## src/hw/rtl/pcc_pkg.sv

```systemverilog
// PWM period/compare calculator: shared types, codes and constants.
// No dependencies.
package pcc_pkg;

  localparam int unsigned COUNTER_MAX = 65535;
  localparam int unsigned CMAX_W      = 16;
  localparam int unsigned DVD_W       = 34;  // dividend / quotient width
  localparam int unsigned DVS_W       = 32;  // divisor width
  localparam int unsigned CNT_W       = 6;   // holds DVD_W
  localparam int unsigned PRE_W       = 18;  // prescaler before range check
  localparam int unsigned CFG_IDX_W   = 8;
  localparam int unsigned CFG_DAT_W   = 32;
  localparam int unsigned DUTY_MAX    = 100;
  localparam int unsigned RELOAD_MIN  = 100;

  localparam logic CMD_SET_FREQ = 1'b0;
  localparam logic CMD_SET_DUTY = 1'b1;

  localparam logic [CFG_IDX_W-1:0] REG_BUS_CLOCK_HZ  = 8'd0;
  localparam logic [CFG_IDX_W-1:0] REG_BUS_PRESCALED = 8'd1;

  typedef enum logic [2:0] {
    STAT_OK           = 3'd0,
    STAT_BAD_FREQ     = 3'd1,
    STAT_RELOAD_SMALL = 3'd2,
    STAT_RANGE_OVF    = 3'd3,
    STAT_DUTY_OVER    = 3'd4
  } status_t;

endpackage

```

## src/hw/rtl/pcc_if.sv

```systemverilog
// Handshake channels of the PWM period/compare calculator.
// Depends on pcc_pkg.
interface pcc_req_if;
  logic        valid;
  logic        ready;
  logic        cmd;
  logic [31:0] freq_hz;
  logic [7:0]  duty_percent;
  modport source (output valid, cmd, freq_hz, duty_percent, input ready);
  modport sink   (input valid, cmd, freq_hz, duty_percent, output ready);
endinterface

interface pcc_rsp_if;
  logic        valid;
  logic        ready;
  logic [2:0]  status;
  logic [15:0] prescaler;
  logic [15:0] reload;
  logic [15:0] compare;
  modport source (output valid, status, prescaler, reload, compare, input ready);
  modport sink   (input valid, status, prescaler, reload, compare, output ready);
endinterface

interface pcc_cfg_if;
  logic                         valid;
  logic                         ready;
  logic [pcc_pkg::CFG_IDX_W-1:0] index;
  logic [pcc_pkg::CFG_DAT_W-1:0] data;
  modport source (output valid, index, data, input ready);
  modport sink   (input valid, index, data, output ready);
endinterface

```

## src/hw/rtl/pwm_period_and_compare_calc_core.sv

```systemverilog
// PWM period/compare calculator top level: sequencer around one shared
// restoring divider. Depends on pcc_pkg and the channels in pcc_if.sv.
//
//  channel | dir | payload                               | role
//  req     | in  | cmd, freq_hz, duty_percent            | set frequency / set duty
//  rsp     | out | status, prescaler, reload, compare    | one per request
//  cfg     | in  | index, data                           | bus clock registers
//
// Cycles: the divider resolves one quotient bit per cycle, and each pass
// is followed by a sequencing state. Set frequency takes one pass (reload
// in range) or three (reload over COUNTER_MAX: prescaler, then scaled
// reload); set duty one pass; rejected or zero-duty requests no pass. A new
// request is taken once the result is in the output register. Reset (rst,
// synchronous) clears the sequencer, the stored timer values and the
// registers to their defaults. A stalled rsp holds the result; the next
// request may still be worked on.
module pwm_period_and_compare_calc_core (
  input  logic      clk,
  input  logic      rst,
  pcc_req_if.sink   req,
  pcc_rsp_if.source rsp,
  pcc_cfg_if.sink   cfg
);
  import pcc_pkg::*;

  typedef enum logic [2:0] {
    ST_IDLE = 3'b001,
    ST_DIV  = 3'b010,
    ST_NEXT = 3'b100
  } state_t;

  // what the finished division means
  typedef enum logic [4:0] {
    PH_RELOAD = 5'b00001,
    PH_PRESC  = 5'b00010,
    PH_SCALE  = 5'b00100,
    PH_DUTY   = 5'b01000,
    PH_DONE   = 5'b10000
  } phase_t;

  state_t state;
  phase_t phase;

  // configuration registers
  logic [30:0] bus_clock_hz;
  logic        bus_prescaled;

  // stored timer settings (minus one)
  logic [CMAX_W-1:0] stored_prescaler;
  logic [CMAX_W-1:0] stored_reload;

  // shared divider
  logic [DVD_W-1:0] dvd;   // dividend in, quotient out
  logic [DVS_W-1:0] rem;
  logic [DVS_W-1:0] dvs;
  logic [CNT_W-1:0] cnt;

  logic [DVS_W:0]   rem_sh;
  logic             rem_ge;
  logic [DVS_W:0]   rem_sub;

  // working values
  logic [DVD_W-1:0] r_val;
  logic [PRE_W-1:0] p_val;
  status_t          pend_status;
  logic [CMAX_W-1:0] pend_cmp;

  // request decode
  logic             req_fire;
  logic [32:0]      tclk;
  logic             bad_freq;
  logic [DVD_W-1:0] reload_num;
  logic [23:0]      duty_prod;

  // finish path
  logic             out_free;
  logic             rsp_load;
  logic             fin_freq;
  logic [DVD_W-1:0] fin_r;
  logic [PRE_W-1:0] fin_p;
  status_t          fin_status;

  assign cfg.ready = 1'b1;
  assign req.ready = (state == ST_IDLE);
  assign req_fire  = req.valid & req.ready;
  assign out_free  = ~rsp.valid | rsp.ready;

  // result goes to the output register this cycle
  assign rsp_load = (state == ST_NEXT) && out_free && (phase != PH_PRESC) &&
                    !(phase == PH_RELOAD && !fin_freq);

  assign tclk       = bus_prescaled ? {1'b0, bus_clock_hz, 1'b0} : {2'b00, bus_clock_hz};
  assign bad_freq   = (req.freq_hz == 32'd0) || ({1'b0, req.freq_hz} >= tclk);
  assign reload_num = {1'b0, tclk} + {3'b000, req.freq_hz[31:1]};
  assign duty_prod  = stored_reload * req.duty_percent;

  // one restoring step
  assign rem_sh  = {rem, dvd[DVD_W-1]};
  assign rem_ge  = (rem_sh >= {1'b0, dvs});
  assign rem_sub = rem_sh - {1'b0, dvs};

  // final range checks of a set-frequency request
  always_comb begin
    fin_freq = 1'b0;
    fin_r    = dvd;
    fin_p    = PRE_W'(1);
    if (phase == PH_RELOAD && dvd <= DVD_W'(COUNTER_MAX)) begin
      fin_freq = 1'b1;
    end else if (phase == PH_SCALE) begin
      fin_freq = 1'b1;
      fin_p    = p_val;
    end
    if (fin_r <= DVD_W'(RELOAD_MIN)) begin
      fin_status = STAT_RELOAD_SMALL;
    end else if (fin_p > PRE_W'(COUNTER_MAX) || fin_r > DVD_W'(COUNTER_MAX)) begin
      fin_status = STAT_RANGE_OVF;
    end else begin
      fin_status = STAT_OK;
    end
  end

  // configuration writes
  always_ff @(posedge clk) begin
    if (rst) begin
      bus_clock_hz  <= 31'd16000000;
      bus_prescaled <= 1'b0;
    end else if (cfg.valid && cfg.ready) begin
      unique case (cfg.index)
        REG_BUS_CLOCK_HZ:  bus_clock_hz  <= cfg.data[30:0];
        REG_BUS_PRESCALED: bus_prescaled <= cfg.data[0];
        default: ;
      endcase
    end
  end

  // sequencer, divider and output register
  always_ff @(posedge clk) begin
    if (rst) begin
      state            <= ST_IDLE;
      phase            <= PH_DONE;
      cnt              <= '0;
      stored_prescaler <= '0;
      stored_reload    <= '0;
      rsp.valid        <= 1'b0;
    end else begin
      if (rsp.valid && rsp.ready && !rsp_load) begin
        rsp.valid <= 1'b0;
      end
      unique case (state)
        ST_IDLE: begin
          if (req_fire) begin
            rem      <= '0;
            cnt      <= CNT_W'(DVD_W);
            pend_cmp <= '0;
            if (req.cmd == CMD_SET_FREQ) begin
              if (bad_freq) begin
                pend_status <= STAT_BAD_FREQ;
                phase       <= PH_DONE;
                state       <= ST_NEXT;
              end else begin
                dvd   <= reload_num;
                dvs   <= req.freq_hz;
                phase <= PH_RELOAD;
                state <= ST_DIV;
              end
            end else if (req.duty_percent > 8'(DUTY_MAX)) begin
              pend_status <= STAT_DUTY_OVER;
              phase       <= PH_DONE;
              state       <= ST_NEXT;
            end else if (req.duty_percent == 8'd0) begin
              pend_status <= STAT_OK;
              phase       <= PH_DONE;
              state       <= ST_NEXT;
            end else begin
              dvd   <= DVD_W'(duty_prod);
              dvs   <= DVS_W'(DUTY_MAX);
              phase <= PH_DUTY;
              state <= ST_DIV;
            end
          end
        end
        ST_DIV: begin
          rem <= rem_ge ? rem_sub[DVS_W-1:0] : rem_sh[DVS_W-1:0];
          dvd <= {dvd[DVD_W-2:0], rem_ge};
          cnt <= cnt - CNT_W'(1);
          if (cnt == CNT_W'(1)) begin
            state <= ST_NEXT;
          end
        end
        ST_NEXT: begin
          if (phase == PH_RELOAD && !fin_freq) begin
            // reload too large: prescaler = round(r / COUNTER_MAX) + 1
            r_val <= dvd;
            dvd   <= dvd + DVD_W'(COUNTER_MAX / 2);
            dvs   <= DVS_W'(COUNTER_MAX);
            rem   <= '0;
            cnt   <= CNT_W'(DVD_W);
            phase <= PH_PRESC;
            state <= ST_DIV;
          end else if (phase == PH_PRESC) begin
            p_val <= dvd[PRE_W-1:0] + PRE_W'(1);
            dvd   <= r_val;
            dvs   <= DVS_W'(dvd[PRE_W-1:0] + PRE_W'(1));
            rem   <= '0;
            cnt   <= CNT_W'(DVD_W);
            phase <= PH_SCALE;
            state <= ST_DIV;
          end else if (out_free) begin
            rsp.valid     <= 1'b1;
            rsp.prescaler <= stored_prescaler;
            rsp.reload    <= stored_reload;
            rsp.compare   <= '0;
            state         <= ST_IDLE;
            if (fin_freq) begin
              rsp.status <= fin_status;
              if (fin_status == STAT_OK) begin
                stored_prescaler <= CMAX_W'(fin_p - PRE_W'(1));
                stored_reload    <= CMAX_W'(fin_r - DVD_W'(1));
                rsp.prescaler    <= CMAX_W'(fin_p - PRE_W'(1));
                rsp.reload       <= CMAX_W'(fin_r - DVD_W'(1));
              end
            end else if (phase == PH_DUTY) begin
              rsp.status  <= STAT_OK;
              rsp.compare <= dvd[CMAX_W-1:0] + CMAX_W'(1);
            end else begin
              rsp.status  <= pend_status;
              rsp.compare <= pend_cmp;
            end
          end
        end
        default: state <= ST_IDLE;
      endcase
    end
  end

  // checks
  a_state_onehot: assert property (@(posedge clk) disable iff (rst) $onehot(state))
    else $error("sequencer state not one-hot");

  a_busy_after_req: assert property (@(posedge clk) disable iff (rst)
    req_fire |=> state != ST_IDLE)
    else $error("request accepted but sequencer stayed idle");

  a_cnt_in_div: assert property (@(posedge clk) disable iff (rst)
    state == ST_DIV |-> cnt != '0)
    else $error("divider running with no steps left");

  a_store_on_ok: assert property (@(posedge clk) disable iff (rst)
    !$stable(stored_reload) |-> rsp.valid && rsp.status == STAT_OK && rsp.reload == stored_reload)
    else $error("stored reload changed without an ok response");

  a_status_range: assert property (@(posedge clk) disable iff (rst)
    rsp.valid |-> rsp.status <= STAT_DUTY_OVER)
    else $error("status code out of range");

endmodule

```

## src/flat_wrapper.sv

```systemverilog
// flat-port wrapper written by rule: the top's interface ports become plain ports
module pwm_period_and_compare_calc_core_flat import pcc_pkg::*;
  (clk, rst, req_valid, req_cmd, req_freq_hz, req_duty_percent, req_ready, rsp_valid, rsp_status, rsp_prescaler, rsp_reload, rsp_compare, rsp_ready, cfg_valid, cfg_index, cfg_data, cfg_ready);
  pcc_req_if req_i ();
  pcc_rsp_if rsp_i ();
  pcc_cfg_if cfg_i ();
  input  logic clk;
  input  logic rst;
  input wire logic [$bits(req_i.valid)-1:0] req_valid;
  input wire logic [$bits(req_i.cmd)-1:0] req_cmd;
  input wire logic [$bits(req_i.freq_hz)-1:0] req_freq_hz;
  input wire logic [$bits(req_i.duty_percent)-1:0] req_duty_percent;
  output wire logic [$bits(req_i.ready)-1:0] req_ready;
  output wire logic [$bits(rsp_i.valid)-1:0] rsp_valid;
  output wire logic [$bits(rsp_i.status)-1:0] rsp_status;
  output wire logic [$bits(rsp_i.prescaler)-1:0] rsp_prescaler;
  output wire logic [$bits(rsp_i.reload)-1:0] rsp_reload;
  output wire logic [$bits(rsp_i.compare)-1:0] rsp_compare;
  input wire logic [$bits(rsp_i.ready)-1:0] rsp_ready;
  input wire logic [$bits(cfg_i.valid)-1:0] cfg_valid;
  input wire logic [$bits(cfg_i.index)-1:0] cfg_index;
  input wire logic [$bits(cfg_i.data)-1:0] cfg_data;
  output wire logic [$bits(cfg_i.ready)-1:0] cfg_ready;
  assign req_i.valid = req_valid;
  assign req_i.cmd = req_cmd;
  assign req_i.freq_hz = req_freq_hz;
  assign req_i.duty_percent = req_duty_percent;
  assign req_ready = req_i.ready;
  assign rsp_valid = rsp_i.valid;
  assign rsp_status = rsp_i.status;
  assign rsp_prescaler = rsp_i.prescaler;
  assign rsp_reload = rsp_i.reload;
  assign rsp_compare = rsp_i.compare;
  assign rsp_i.ready = rsp_ready;
  assign cfg_i.valid = cfg_valid;
  assign cfg_i.index = cfg_index;
  assign cfg_i.data = cfg_data;
  assign cfg_ready = cfg_i.ready;
  pwm_period_and_compare_calc_core u_core (.clk(clk), .rst(rst), .req(req_i), .rsp(rsp_i), .cfg(cfg_i));
endmodule
```

## config.mk

```make
export PLATFORM = sky130hd
export DESIGN_NAME = pwm_period_and_compare_calc_core_flat
export DESIGN_NICKNAME = d
export VERILOG_FILES = /design/src/hw/rtl/pcc_pkg.sv /design/src/hw/rtl/pcc_if.sv /design/src/hw/rtl/pwm_period_and_compare_calc_core.sv /design/src/flat_wrapper.sv
export SDC_FILE = /design/constraint.sdc
export NUM_CORES = 1
export LEC_CHECK = 0
export ABC_AREA = 1
export BUFFER_PORTS_ARGS = -buffer_cell sky130_fd_sc_hd__buf_4
export CAP_MARGIN = 5
export CORE_MARGIN = 10
export CORE_UTILIZATION = 45
export CTS_BUF_LIST = sky130_fd_sc_hd__clkbuf_8
export DETAILED_ROUTE_END_ITERATION = 10
export HOLD_SLACK_MARGIN = 0.1
export SLEW_MARGIN = 20
export SYNTH_ARGS = -nofsm -noshare
export SYNTH_HDL_FRONTEND = slang
export SYNTH_SLANG_ARGS = --single-unit
```

## constraint.sdc

```tcl
create_clock -name clk -period 7.9 [get_ports clk]
set_clock_uncertainty 0.2 [all_clocks]
set_input_delay 1.185 -clock clk [delete_from_list [all_inputs] [get_ports clk]]
set_output_delay 1.185 -clock clk [all_outputs]
set_load 0.01 [all_outputs]
```

### Word-level counts from Yosys, hierarchy flattened

Cells that the tools add are included.

| storage, ports and cells | value |
|---|---|
| flip-flop bits (word level) | 283 |
| latch bits | 0 |
| RAM bits | 0 |
| ROM bits | 0 |
| bits of input ports | 86 |
| word-level logic and storage cells | 158 |
| memories kept | 0 |

| operators by class | value |
|---|---|
| $add $sub $neg | 9 |
| multipliers | 1 |
| div/mod/pow operators | 0 |
| magnitude comparators | 7 |
| equality and inequality tests | 18 |
| shift-type cells | 0 |
| mux-type cells | 65 |
| bitwise gates (word level) | 7 |
| reductions and logical operators | 33 |

Operators by type and width:

| operator | number |
|---|---|
| $mux 32 | 12 |
| $mux 34 | 7 |
| $pmux 34 s3 | 1 |
| $pmux 32 s3 | 1 |
| $mux 16 | 4 |
| $pmux 32 s2 | 1 |
| $mux 3 | 16 |
| $mux 18 | 2 |
| $mux 5 | 7 |
| $add 33x31->34 | 1 |
| $add 34x15->34 const B | 1 |
| $gt 34x16->1 const B | 1 |
| $le 34x16->1 const B | 1 |
| $le 34x7->1 const B | 1 |
| $ge 32x33->1 | 1 |
| $ge 33x32->1 | 1 |
| $logic_not 32->1 | 1 |
| $sub 16x1->16 const B | 2 |
| $sub 32x32->32 | 1 |
| $mul 16x8->24 | 1 |
| $add 18x1->19 const B | 1 |
| $add 18x1->18 const B | 1 |
| $gt 18x16->1 const B | 1 |
| $mux 6 | 3 |
| other kinds (39) | 71 |

### Depth between registers and ports, before layout

Gate-level depths: netlist of the first run.

| logic depth | value |
|---|---|
| word-level depth | 14 |
| mapped depth | 24 |
| gate-level depth less buffers | 22 |

### Worst setup path before layout of the first run

No wires, ideal clock.

| path | value |
|---|---|
| path type | input port to flip-flop |
| start | input port req_duty_percent[7] |
| end | register u_core.dvd[14], data pin |
| setup time | 0.254 ns |
| arrival time | 5.436 ns |
| required time | 7.446 ns |
| slack | 2.009 ns |
| stages | 21 |
| path buffers | 2 |
| path through | clkbuf_1 -> buf_1 -> nand2_1 -> fa_1 -> fa_1 -> inv_1 -> fa_1 -> inv_1 -> fa_1 -> inv_1 -> ha_1 -> nand2_1 -> o21ai_1 -> nor2_1 -> o21ai_1 -> a21oi_1 -> or2_0 -> nand2_1 -> nand2_1 -> nand2_1 -> nand2_1 |

| on the way | value |
|---|---|
| word-level cells in the longest chain between the ends | 6 |

RTL lines:

| what | RTL line | source |
|---|---|---|
| from (decl) | flat_wrapper.sv:12 | `input wire logic [$bits(req_i.duty_percent)-1:0] req_duty_percent;` |
| $mul 16x8->24 | pwm_period_and_compare_calc_core.sv:95 | `assign duty_prod = stored_reload * req.duty_percent;` |
| $mux 34 | pwm_period_and_compare_calc_core.sv:170 | `end else if (req.duty_percent == 8'd0) begin` |
| $mux 34 | pwm_period_and_compare_calc_core.sv:166 | `end else if (req.duty_percent > 8'(DUTY_MAX)) begin` |
| $mux 34 | pwm_period_and_compare_calc_core.sv:155 | `if (req.cmd == CMD_SET_FREQ) begin` |
| $mux 34 | pwm_period_and_compare_calc_core.sv:151 | `if (req_fire) begin` |
| $pmux 34 s3 | pwm_period_and_compare_calc_core.sv:149 | `unique case (state)` |
| to (signal assigned) | pwm_period_and_compare_calc_core.sv:161 | `dvd <= reload_num;` |
| to (signal assigned) | pwm_period_and_compare_calc_core.sv:175 | `dvd <= DVD_W'(duty_prod);` |
| to (signal assigned) | pwm_period_and_compare_calc_core.sv:184 | `dvd <= {dvd[DVD_W-2:0], rem_ge};` |
| to (decl) | pwm_period_and_compare_calc_core.sv:53 | `logic [DVD_W-1:0] dvd;` |

No other way between the ends. The select of a mux whose other input is x is not followed.
A chain may end at the register's enable or synchronous reset.

### Worst setup path after layout of the first run

Ends and elaborated chain as after synthesis.

==> metrics.md, run 1 <==
| Metric | Value |
|---|---|
| Seq/Total Area, Yosys | `0.329` |
| Die width | `248 um` |
| DRT antenna net count | `0` |
| Req. time, crit path | `8.13 ns` |
| Post-CTS Resized | `0` |
| Slew Viols, Final | `0` |
| IO Port Bufs | `137` |
| Initial core utilization | `0.455` |
| Fmax | `0.184 GHz` |
| Post-synth EDFFs | `203` |
| Fin nets | `3605` |
| Slew Limit Headroom | `0.392` |
| Yosys reg bits | `282` |
| Avg Cell Area, Syn | `7.32 sq um` |
| # DRC | `0` |
| CTS tree | `yes` |
| Global-route wire length before repair | `113000 um` |
| CP endpoint kind | `register` |
| Crit Path Max Fanout | `18` |
| Synth unique cells | `59` |
| Placed Instance Area | `24900 sq um` |
| Worst-margin pin slew | `0.912 ns` |
| Hold Fails Final Rpt | `0` |
| Crit share post-route | `0.689` |
| Switching Fraction | `0.399` |
| Final setup TNS | `0 ns` |
| Status | `completed` |
| Dpl cells | `3915` |
| CORE AREA | `51300 sq um` |
| Critical path class | `input pin to register` |
| GP Congestion | `0.953` |
| Yosys top cell by area | `edfxtp_1` |
| P_leak | `12.9 nW` |
| Initial antenna violation count | `1` |
| Synth area leaders | `edfxtp_1 (26%), nand2_1 (11%), inv_1 (9.5%), ha_1 (7.8%), fa_1 (7.4%)` |
| Switching pwr | `2.13 mW` |
| Hold_buf cts | `0` |
| Max cap viols | `0` |
| Tot Pwr | `5.34 mW` |
| CTS Sinks | `282` |
| Vias | `21200` |
| DRT iter0 DRCs | `1662` |
| Worst setup margin | `2.45 ns` |
| Pin count of the biggest net entering global routing | `64` |
| Synth Cell Area | `23400 sq um` |
| Final Cell Area | `26000 sq um` |
| Top post-synthesis cells by count | `nand2_1 (711), inv_1 (591), nor2_1 (324)` |
| Die Y | `248 um` |
| Drt wl/cell | `18.0 um` |
| Reg clk slew, reported paths | `0.06 ns` |
| Global route overflow | `0` |
| Share of cells above drive strength 1 | `0.0835` |
| Area of the multi-input gates | `13000 sq um` |
| Post-DP HPWL | `57300 um` |
| Async SR Flop Fraction | `0` |
| Mapped Nets | `3506` |
| I/O Pins | `140` |
| Cell area power density | `206 nW/um^2` |
| Comb pwr share | `0.356` |
| Max VDD drop | `0.138 mV` |
| Post-Route WL | `72100 um` |
| Most common cell in the synthesized netlist | `nand2_1` |
| WP data arrival | `5.68 ns` |
| CTS Buf Count | `50` |
| Post-DR vias/cell | `5.28` |
| Vias in the first global route | `20700` |
| Syn Inst Count | `3189` |
| Drt pass-1 iters | `5` |
| Htree depth | `2` |
| Flop pwr share | `0.376` |
| Setup violators final | `0` |
| Clock root cell | `clkbuf_8` |
| Int Power | `3.21 mW` |
| Share of Yosys cell area claimed by the top area cell type | `0.261` |
| Area Overhead vs Synth | `11.2%` |
| Fin cells | `4009` |
| Fillers | `5127` |
| RSZ-0062 raised after global routing | `false` |
| Setup repair bufs after CTS | `0` |
| Place WS | `1.82 ns` |
| Primary FF master, synth | `edfxtp_1` |
| Clock share of power | `0.268` |
| Tmin final | `5.45 ns` |
| Clk buf depth | `3` |
| Die ar. | `61400 sq um` |
| Rows | `83` |
| Clock Latency Late Sink | `0.68 ns` |
| Register area | `7680 sq um` |
| Min-delay worst type | `register to register` |
| Synth warn | `0` |
| CP Launch Type | `input pin` |
| GRT Total Usage | `0.232` |
-- stage by stage --
step	util	hold slack (ns)
after floorplan	-	0.221
after CTS	0.505	0.265
final	0.506	0.265
after detailed placement	0.485	0.255
after global placement	0.485	0.253
after global routing	0.506	0.286
-- state kept, by name (all words and copies together), names as in the netlist --
register / flops
u_core.bus_prescaled: 1
u_core.rsp.status: 3
u_core.cnt: 6
u_core.rem: 32
u_core.rsp.reload: 16
u_core.state: 3
u_core.rsp.compare: 16
u_core.rsp.prescaler: 16
u_core.p_val: 18
u_core.pend_status: 2
u_core.bus_clock_hz: 31
u_core.stored_prescaler: 16
u_core.dvd: 34
u_core.phase: 5
u_core.r_val: 34
u_core.rsp.valid: 1
u_core.dvs: 32
u_core.stored_reload: 16
-- worst max-delay path, stage by stage --
cell	delay [ns]
buf_4	0.23
nand2_1	0.12
fa_1	0.53
fa_1	0.56
inv_1	0.07
fa_1	0.55
inv_1	0.07
fa_1	0.53
inv_1	0.04
ha_1	0.35
nand2_1	0.14
nor3_1	0.25
nor2_1	0.12
o21ai_1	0.30
a21oi_1	0.13
or2_0	0.21
nand2_1	0.07
nand2_1	0.08
nand2_1	0.08
nand2_1	0.05
-- cells by family (layout without fill, tap and decap cells) --
| group | count (synthesis) | after routing | synth area share |
|---|---|---|---|
| AND/OR/NAND/NOR | 1290 | 1290 | 0.229 |
| adder cells (fa/ha/maj) | 231 | 231 | 0.151 |
| other | 1 | 2 | 0.000161 |
| AO/OA/AOI/OAI | 595 | 595 | 0.142 |
| flip-flops | 282 | 282 | 0.329 |
| buffers and inverters | 708 | 847 | 0.118 |
| XOR/XNOR | 82 | 82 | 0.0308 |
-- cells in the final DEF (no fill, tap or decap), drive strengths merged, types with 2 or more instances in the layout --
cell type,count
fa,86
a211oi,8
xnor2,15
nand3,122
o211ai,14
o21ai,252
a21oi,236
a22oi,8
o22ai,3
a31oi,12
a21boi,11
edfxtp,203
nand3b,7
and2,4
nor4,13
o21bai,6
nor2,333
o21a,8
clkinv,16
o221ai,17
ha,145
a21o,9
xor2,67
nand2,715
clkbuf,54
bufinv,4
inv,621
nor3,38
o2111ai,5
dfxtp,79
buf,151
o31ai,2
nand4,47
or2,8
-- final cells by class --
cell class | instances | area share
Antenna cell | 1 | 0.0000964
Clock buffer | 54 | 0.0286
Clock inverter | 38 | 0.0111
Inverter | 604 | 0.0875
Multi-Input combinational cell | 2199 | 0.500
Sequential cell | 282 | 0.296
Tap cell | 680 | 0.0328
Timing Repair Buffer | 151 | 0.0444
-- layer usage --
metal | global-route usage | share of wire
met5 | 0 | 0
met4 | 0.0568 | 0.020
met3 | 0.0262 | 0.055
met2 | 0.384 | 0.47
met1 | 0.318 | 0.46
-- power by group through the flow --
stage                     clock (mW)  combinational, mW  sequential, mW
after global placement             0               1.85            2.03
after detailed placement           0               1.87            2.04
after global routing            1.52               2.12            2.03
after CTS                       1.46               1.88            2.01
after floorplan                    0               1.31            1.99
final                           1.43               1.90            2.01
-- path summary, 6_finish.rpt --
path                                        start                                    to  slack [ns]  depth (start not counted)
max                           req_duty_percent[7]              u_core.dvd[14]$_DFFE_PP_        2.45                         20
min          u_core.bus_clock_hz[17]$_SDFFE_PP0P_  u_core.bus_clock_hz[17]$_SDFFE_PP0P_        0.26                          2
max reg2reg  u_core.stored_reload[0]$_SDFFE_PP0P_              u_core.dvd[14]$_DFFE_PP_        2.55                         19
min reg2reg  u_core.bus_clock_hz[17]$_SDFFE_PP0P_  u_core.bus_clock_hz[17]$_SDFFE_PP0P_        0.26                          2
(Power assumes the default switching activity.)
==> inputs of run 2 (changes only) <==
Clock period 7.9 ns to 4.39 ns, I/O delays scaled along.
==> run 2 against run 1 <==
The flow now finishes with violations (negative setup slack). Die area is the same. Critical path depth unchanged. Sequential power rose by 80%. Clock power grew 100%. Utilization rose by 3.9 points. Global-route usage grew 1.1 points. Combinational power is 86% higher. Sequential share of layout area down 1.9 points. Cell count up 3.3%. Critical path type is now register to register. Critical endpoint unchanged. Largest power group unchanged.
==> metrics.md, run 2 (synthesis results as in run 1) <==
| Metric | Value |
|---|---|
| Crit Path Max Fanout | `5 (-13)` |
| Drt wl/cell | `18.3 um (+1.6%)` |
| Share of cells above drive strength 1 | `0.160 (+0.0763)` |
| CTS tree | `yes` |
| Max VDD drop | `0.243 mV (+76%)` |
| Die ar. | `61400 sq um (unchanged)` |
| Commonest non-fill, non-tap cell in the layout | `nand2_1` |
| Reg clk slew, reported paths | `0.06 ns (about the same)` |
| Max stage delay cell, worst path | `fa_1` |
| CP Launch Type | `register` |
| Worst setup margin | `-0.110 ns (-2.56 ns)` |
| Global-route wire length before repair | `118000 um (+4.1%)` |
| I/O Pins | `140 (unchanged)` |
| Post-DR vias/cell | `5.26 (-0.49%)` |
| Slew Viols, Final | `0 (unchanged)` |
| Fin nets | `3734 (+3.6%)` |
| Slew Limit Headroom | `0.422 (+0.0301)` |
| Hold Fails Final Rpt | `0 (unchanged)` |
| Setup violators final | `12 (+12)` |
| Max cap viols | `0 (unchanged)` |
| Max incr delay on CP | `0.50 ns (-0.06 ns)` |
| Fmax | `0.222 GHz` |
| WP data arrival | `4.71 ns (-0.97 ns)` |
| IO Port Bufs | `137 (unchanged)` |
| # DRC | `0 (unchanged)` |
| Worst-margin pin slew | `0.865 ns (-0.0472 ns)` |
| Die width | `248 um (unchanged)` |
| Global route overflow | `0 (unchanged)` |
| Biggest regs | `u_core.dvd (34), u_core.r_val (34)` |
| GRT Total Usage | `0.242 (+0.0108)` |
| Violated checks | `negative setup slack` |
| Clock Latency Late Sink | `0.67 ns (about the same)` |
| CORE AREA | `51300 sq um (unchanged)` |
| Critical path class | `register to register` |
| Final setup TNS | `-0.611 ns (-0.611 ns)` |
| Tmin final | `4.50 ns` |
| Min-delay worst type | `input pin to register` |
| Vias | `21800 (+2.8%)` |
| Drt pass-1 iters | `6 (+1)` |
| Fillers | `5035 (-1.8%)` |
| Htree depth | `2 (unchanged)` |
| Clock root cell | `clkbuf_8` |
| DRT iter0 DRCs | `1774 (+6.7%)` |
| Crit path cell chain | `buf_6 > nand2_4 > fa_1 > fa_1 > inv_1 > fa_1 > inv_2 > fa_1 > inv_2 > ha_4 > nand2_4 > nor3_4 > nor2_4 > o21ai_4 > a21oi_2 > or2_0 > nand2_1 > nand2_1 > nand2_1 > nand2_1` |
| Post-Route WL | `75700 um (+4.9%)` |
| Die Y | `248 um (unchanged)` |
| Post-DP HPWL | `59800 um (+4.4%)` |
| CP delay by family, top | `adder cells` |
| Vias in the first global route | `21500 (+4.0%)` |
| Crit share post-route | `1.03` |
| Cell area power density | `359 nW/um^2 (+74%)` |
| Initial core utilization | `0.455 (unchanged)` |
| CP endpoint kind | `register` |
| CTS Buf Count | `51 (+2.0%)` |
| DRT antenna net count | `0 (unchanged)` |
| Hold_ws | `0.135 ns (-0.129 ns)` |
| Initial antenna violation count | `4 (+3)` |
| Rows | `83 (unchanged)` |
| Clk buf depth | `3 (unchanged)` |
| P_leak | `13.8 nW (+6.9%)` |
| Tot Pwr | `10.0 mW (+88%)` |
| Pin count of the biggest net entering global routing | `51 (-20%)` |
| Area Overhead vs Synth | `19.7%` |
| GP Congestion | `0.974 (+2.1%)` |
| CTS Sinks | `282 (unchanged)` |
| Most frequent cells in the layout | `nand2_1 (682), inv_1 (569), nor2_1 (311), buf_4 (250), a21oi_1 (215)` |
| Layout Utilization | `0.545 (+0.0389)` |
| Status | `finished with violations` |
| Critical path buffers and inverters | `4 (unchanged)` |
| Req. time, crit path | `4.60 ns (-3.53 ns)` |
| RSZ-0062 raised after global routing | `true` |
| R2R setup slack | `-0.11 ns (-2.66 ns)` |
[run 2: cell count changes in the layout (fill, tap and decap cells not counted), sizes merged]
| cell | before | now |
|---|---|---|
| dlygate4sd3 | 0 | 18 |
| buf | 151 | 261 |
| clkinvlp | 1 | 4 |
| bufinv | 4 | 8 |
| inv | 621 | 612 |
| clkinv | 16 | 21 |
[run 2: repair_timing]
action                                  CTS  global route
setup buffers                             9            11
gates resized for setup                  97            63
endpoints found under the setup margin   18            18
pin swaps                                88            39
hold buffers                             18             0
endpoints found under the hold margin    18             0
[run 2: per-stage QoR]
stage,setup slack [ns],cell area (sq um),instances
after CTS,-0.0517,27700,4128
final,-0.110,28000,4140
after global routing,-0.288,28000,4140
after global placement,-0.574,26000,4009
after floorplan,-0.330,23900,3189
after detailed placement,-0.622,26000,4009
[run 2: routing by layer]
| layer | up-vias | global-route usage | part of all wire | wire, um |
|---|---|---|---|---|
| met5 | - | 0 | 0.00052 | 39 |
| met2 | 640 | 0.382 | 0.45 | 33900 |
| li1 | 10800 | - | - | - |
| met3 | 125 | 0.0486 | 0.071 | 5350 |
| met1 | 10200 | 0.333 | 0.46 | 34500 |
| met4 | 6 | 0.0678 | 0.025 | 1930 |
[run 2: layout make-up]
cell class / instances / area [sq um] / area share
sequential: 282 / 7730 / 0.277
clock buffer: 54 / 743 / 0.0266
multi-input combinational: 2199 / 13700 / 0.491
tap: 680 / 851 / 0.0304
timing repair buffer: 279 / 2190 / 0.0783
inverter: 604 / 2270 / 0.0814
antenna: 1 / 2.50 / 0.0000895
clock inverter: 41 / 438 / 0.0157
[run 2: path summary, 6_finish.rpt]
kind	from	endpoint	cells past startpoint
max	u_core.stored_reload[5]$_SDFFE_PP0P_	u_core.dvd[14]$_DFFE_PP_	20
min	cfg_data[27]	u_core.bus_clock_hz[27]$_SDFFE_PP0P_	3
max reg2reg	u_core.stored_reload[5]$_SDFFE_PP0P_	u_core.dvd[14]$_DFFE_PP_	20
min reg2reg	u_core.stored_prescaler[1]$_SDFFE_PP0P_	u_core.stored_prescaler[1]$_SDFFE_PP0P_	2
[run 2: tightest hold or removal path, cell delays in order]
cell and delay (ns):
buf_4 0.07, o21ai_0 0.07, a21oi_1 0.11
[run 2: power by group]
| group | total (mW) | internal [mW] | switching, mW | leakage, nW |
|---|---|---|---|---|
| clock network | 2.89 | 1.64 | 1.25 | 0.624 |
| registers | 3.61 | 3.33 | 0.279 | 2.55 |
| logic | 3.53 | 1.12 | 2.41 | 10.6 |
